==> src/sv/ppi_pkg.sv <==
`default_nettype none

package ppi_pkg;

  localparam int SLOT_W      = 6;
  localparam int DT_W        = 17;
  localparam int FRAC_W      = 16;
  localparam int LIFE_W      = 31;
  localparam int MAX_REPORTS = 64;
  localparam int RPT_W       = $clog2(MAX_REPORTS + 1);

  localparam logic signed [31:0] ACCEL_BASE = 32'sd380764;
  localparam logic signed [31:0] FRAC_ONE   = 32'sd65536;
  localparam logic signed [31:0] SAT_MAX    = 32'sh7FFF_FFFF;
  localparam logic signed [31:0] SAT_MIN    = 32'sh8000_0000;

  typedef enum logic [1:0] {
    K_REPORT = 2'd0,
    K_SPAWN  = 2'd1,
    K_FULL   = 2'd2
  } ppi_kind_t;

  typedef enum logic {
    OP_TICK  = 1'b0,
    OP_SPAWN = 1'b1
  } ppi_op_t;

  typedef struct packed {
    logic signed [31:0] px;
    logic signed [31:0] py;
    logic signed [31:0] pz;
    logic signed [31:0] vx;
    logic signed [31:0] vy;
    logic signed [31:0] vz;
    logic signed [31:0] acc;
    logic        [31:0] life;
    logic        [31:0] elap;
  } ppi_rec_t;

  typedef struct packed {
    logic signed [31:0] mul_a;
    logic [DT_W-1:0]    mul_b;
    logic               mul_en;
  } ppi_mul_req_t;

endpackage

`default_nettype wire

==> src/sv/ppi_mul.sv <==
`default_nettype none

module ppi_mul import ppi_pkg::*; (
  input  wire                      clk,
  input  wire ppi_mul_req_t        req,
  input  wire logic signed [31:0]  addend,
  output logic signed [32:0]       quo,
  output logic signed [31:0]       sum
);

  logic signed [48:0] prod_full;
  logic signed [48:0] prod_r;
  logic signed [33:0] acc_full;

  assign prod_full = req.mul_a * $signed({1'b0, req.mul_b});

  always_ff @(posedge clk) begin
    if (req.mul_en) begin
      prod_r <= prod_full;
    end
  end

  // floor of product / 2^16
  assign quo      = prod_r[48:16];
  assign acc_full = {{2{addend[31]}}, addend} + {quo[32], quo};

  always_comb begin
    if (acc_full > 34'sd2147483647) begin
      sum = SAT_MAX;
    end else if (acc_full < -34'sd2147483648) begin
      sum = SAT_MIN;
    end else begin
      sum = acc_full[31:0];
    end
  end

endmodule

`default_nettype wire

==> config.mk <==
export PLATFORM = sky130hd
export DESIGN_NAME = ppi_mul
export DESIGN_NICKNAME = d
export VERILOG_FILES = /design/src/sv/ppi_pkg.sv /design/src/sv/ppi_mul.sv
export SDC_FILE = /design/constraint.sdc
export NUM_CORES = 1
export LEC_CHECK = 0
export BUFFER_PORTS_ARGS = -buffer_cell sky130_fd_sc_hd__clkbuf_2
export CAP_MARGIN = 10
export CORE_ASPECT_RATIO = 0.7
export CORE_MARGIN = 2
export CORE_UTILIZATION = 49
export DETAILED_ROUTE_END_ITERATION = 7
export PLACE_DENSITY = 0.68
export SLEW_MARGIN = 30
export SYNTH_ARGS = -nofsm -noshare
export SYNTH_HDL_FRONTEND = slang
export SYNTH_SLANG_ARGS = --single-unit
==> constraint.sdc <==
create_clock -name clk -period 18.32 [get_ports clk]
set_input_delay 3.664 -clock clk [delete_from_list [all_inputs] [get_ports clk]]
set_output_delay 3.664 -clock clk [all_outputs]
set_load 0.03 [all_outputs]
# Yosys cells after proc, flatten, opt, wreduce, memory -nomap -nowiden

Index checks and enable logic that the tools add are counted.

Output and inout bits: 65
Memories: 0
Memory bits (writable): 0
Latch bits: 0
Register bits after elaboration: 49
Memory bits (read-only): 0
Logic and storage cells: 7

$mul: 1
Reduce and logical (&&, ||, !) cells: 0
Bitwise operators: 0
Magnitude comparators: 2
Mux-type cells: 2
Div/mod/pow operators: 0
Shifts and indexed selects: 0
Add/sub/neg operators: 1
Equality and inequality tests: 0

Operators with widths:

| kind                 | number |
|---|---|
| $mux 32              | 2 |
| $mul 32x18->49       | 1 |
| $add 32x33->34       | 1 |
| $gt 34x32->1 const B | 1 |
| $lt 34x32->1 const B | 1 |

# Longest topological paths before layout

Depth after elaboration: 4
Mapped depth: 25
Gate-level depth less buffers: 23

# Worst setup path after synthesis

Ideal clock, no wire load.

Path type: input to output
From: input addend[0]
To: output sum[11]
Arrival time: 6,476 ps
Path slack: 8,180 ps
Data required time: 14,656 ps
Buffers on the path: 1
Stages: 11
Path through: ha_1 fa_1 a21o_1 a221o_1 nand3_1 and4bb_4 o31ai_4 xor2_2 a21boi_1 buf_2 o21ai_0

Cells in the longest elaborated chain, start to end: 4
Elaborated cells on any way between the ends: 5
Those cells by class: add/sub (1); order compare (2); mux (2)

RTL lines:

| item               | RTL line      | text |
|---|---|---|
| start, declared    | ppi_mul.sv:6  | `input wire logic signed [31:0] addend,` |
| $add 32x33->34 (*) | ppi_mul.sv:25 | `assign acc_full = {{2{addend[31]}}, addend} + {quo[32], quo};` |
| $lt 34x32->1       | ppi_mul.sv:30 | `end else if (acc_full < -34'sd2147483648) begin` |
| $mux 32            | ppi_mul.sv:30 |  |
| $mux 32 (*)        | ppi_mul.sv:28 | `if (acc_full > 34'sd2147483647) begin` |
| end, declared      | ppi_mul.sv:8  | `output logic signed [31:0] sum` |

Mark *: on every way between the ends. The rest lies on a longest branch, timed or not.

# Worst setup path in the final report

From: input addend[4]
To: output sum[29]

The elaborated chain is that of the path after synthesis.

==> reports/metrics.cfg <==
[status]
status=completed

[cells_and_area]
finish.utilization_pct=52.60
stdcell_area_mm2=0.02304
largest_reg_flops=33
largest_register=prod_r
nNetsFinal=3244
nFillCells=4076
drive_gt1_share_pct=6.954
top_regs=prod_r: 33 flops
syn2layout_area_growth_pct=5.743
diodes=0

[yosys]
avgSynthCellArea_um2=8.907
synth_area_mm2=0.02179
postSynthRegisterBits=33
yosys_warnings=0
synth-edff-count=33
yosysUniqueCellTypes=67
ys_seq_area_share_pct=4.548
synth_fp_nets=3189
syn_inst=2446
async_flop_share_pct=0
synthFlopType=edfxtp_1

[clock_network]
cts-htree-levels=2
path_clk_slew_ns=0.05
cts_max_path_buffers=2
cts_resized=0
cts.sinks=33
cts_setup_buffers=0
cts_tree=yes
cts_buffers=5
cts-hold-fix-buffers=0
clock-root-buffer=clkbuf_16

[grt]
grt_usage_pct=26.54
grt_pass1_wl_mm=96.36
antenna_found_initial=0
overflow=0
grt_pass1_vias=17494
grt_max_degree=34

[min_path]
worstHoldStart=req[0]
hp-class=in -> reg
whs_path_depth=1
min_to=prod_r[45]

[timing]
post-route-period-util_pct=57.50
drv_slew=0
rsz0062_at_grt=false
fmax_mhz=94.94
post-route-min-period_ns=10.53
worst_pin_slew_ns=0.8514
tns_ns=0
hold_slack_ns=4.190
finalSetupViolations=0
hold_violations=0
max_slew_margin_pct=43.24

[die]
die_y_um=180.4
io-pin-count=148
rows=64
die_area_mm2=0.04619
core_area_mm2=0.04380
die_w_um=256.0
start_util_pct=49.74

[run]
cap_violations=0

[routing]
viasPerCell=5.284
dr.pass1.iters=5
wl_per_cell_um=19.14
drt_iter0_markers=1238
drcViolationCount=0
routed_wl_mm=59.27
ant_nets=0
vias=16360

[placed_design]
io_buffers=147
placed_cell_area_mm2=0.02290
place_congestion=0.9197
dp.final_hpwl_mm=49.77

[setup_path]
path_class=in -> out
path_max_fanout=20
startpoint_type=input port
worstPathArrival_ns=6.87
critPathCaptureType=output port
crit_required_ns=14.66

-- critical path: stages --
cell and delay, ns:
clkbuf_2 0.09, ha_1 0.34, a21o_1 0.22, a211oi_1 0.45, nand3_1 0.14, a31oi_1 0.40
o21ai_0 0.25, nand2_1 0.33, a21boi_1 0.35, buf_4 0.29, o21ai_0 0.12, clkbuf_2 0.22
-- how the worst max path moves through the flow --
stage | from | endpoint | cells past startpoint
global route | addend[4] | sum[19] | 12
floorplan | addend[0] | sum[11] | 11
CTS | addend[4] | sum[29] | 12
finish | addend[4] | sum[29] | 12
global placement | req[4] | prod_r[42] | 21
detailed placement | req[4] | prod_r[42] | 21
-- metrics by stage --
step                      instances  setup WS, ns
after floorplan                2446         8.180
after global placement         3088         7.875
after detailed placement       3088         7.752
after CTS                      3096         7.793
after global routing           3096         7.467
final                          3096         7.787
-- per-layer routing --
| metal | global-route usage [%] | wire length (µm) | up-vias |
|---|---|---|---|
| met2 | 37.36 | 23180 | 736 |
| met3 | 10.66 | 8082 | 58 |
| met1 | 39.25 | 27320 | 8214 |
| li1 | - | - | 7350 |
| met5 | 1.337 | 85 | - |
| met4 | 3.322 | 609 | 2 |
-- synthesized netlist by cell type, drive strengths merged (14+ instances only) --
master	n	area, µm²
a21oi	83	419.2
a31oi	14	87.58
and2	328	2053
nand2	267	1002
edfxtp	33	991.0
fa	515	10310
nor2	17	63.81
a21o	31	232.7
o21bai	14	116.4
xnor2	46	402.9
clkbuf	93	350.3
inv	630	2365
o21ai	43	215.2
xor2	28	252.8
nand3	29	145.1
ha	145	1814
-- cells by family (layout without fill, tap and decap cells) --
family | Yosys count | in the layout | share of synthesized area (%)
buf+inv | 735 | 791 | 12.74
simple gates | 695 | 695 | 16.63
fa+ha+maj | 660 | 660 | 55.65
compound gates | 247 | 247 | 7.328
xor+xnor | 74 | 74 | 3.009
flops | 33 | 33 | 4.548
mux | 2 | 2 | 0.09763
-- cells in the final DEF, fill, tap and decap left out, types with 12 or more instances in the layout --
master    synthesis  final
clkbuf_2          1    147
nand3_1          29     29
and3_1           12     12
and2_1          327    327
xor2_1           27     27
a21o_1           31     31
ha_1            145    145
o21ai_0          42     42
nand2_1         267    267
a21oi_1          82     82
fa_1            515    515
edfxtp_1         33     33
a31oi_1          14     14
o21bai_1         13     13
inv_1           630    630
xnor2_1          46     46
nor2_1           17     17
-- layout make-up --
type | count | area [µm²] | share of cell area [%]
multi-input cells | 1678 | 18020 | 78.22
inverters | 630 | 2365 | 10.26
flip-flops and latches | 33 | 991.0 | 4.301
repair buffers | 153 | 780.7 | 3.389
well taps | 594 | 743.2 | 3.226
clock buffers | 6 | 128.9 | 0.5594
clock inverters | 2 | 10.01 | 0.04345
Power is left out: the tool's default activity adds up to more than one toggle a clock period on the data nets, which glitch-free logic cannot reach.
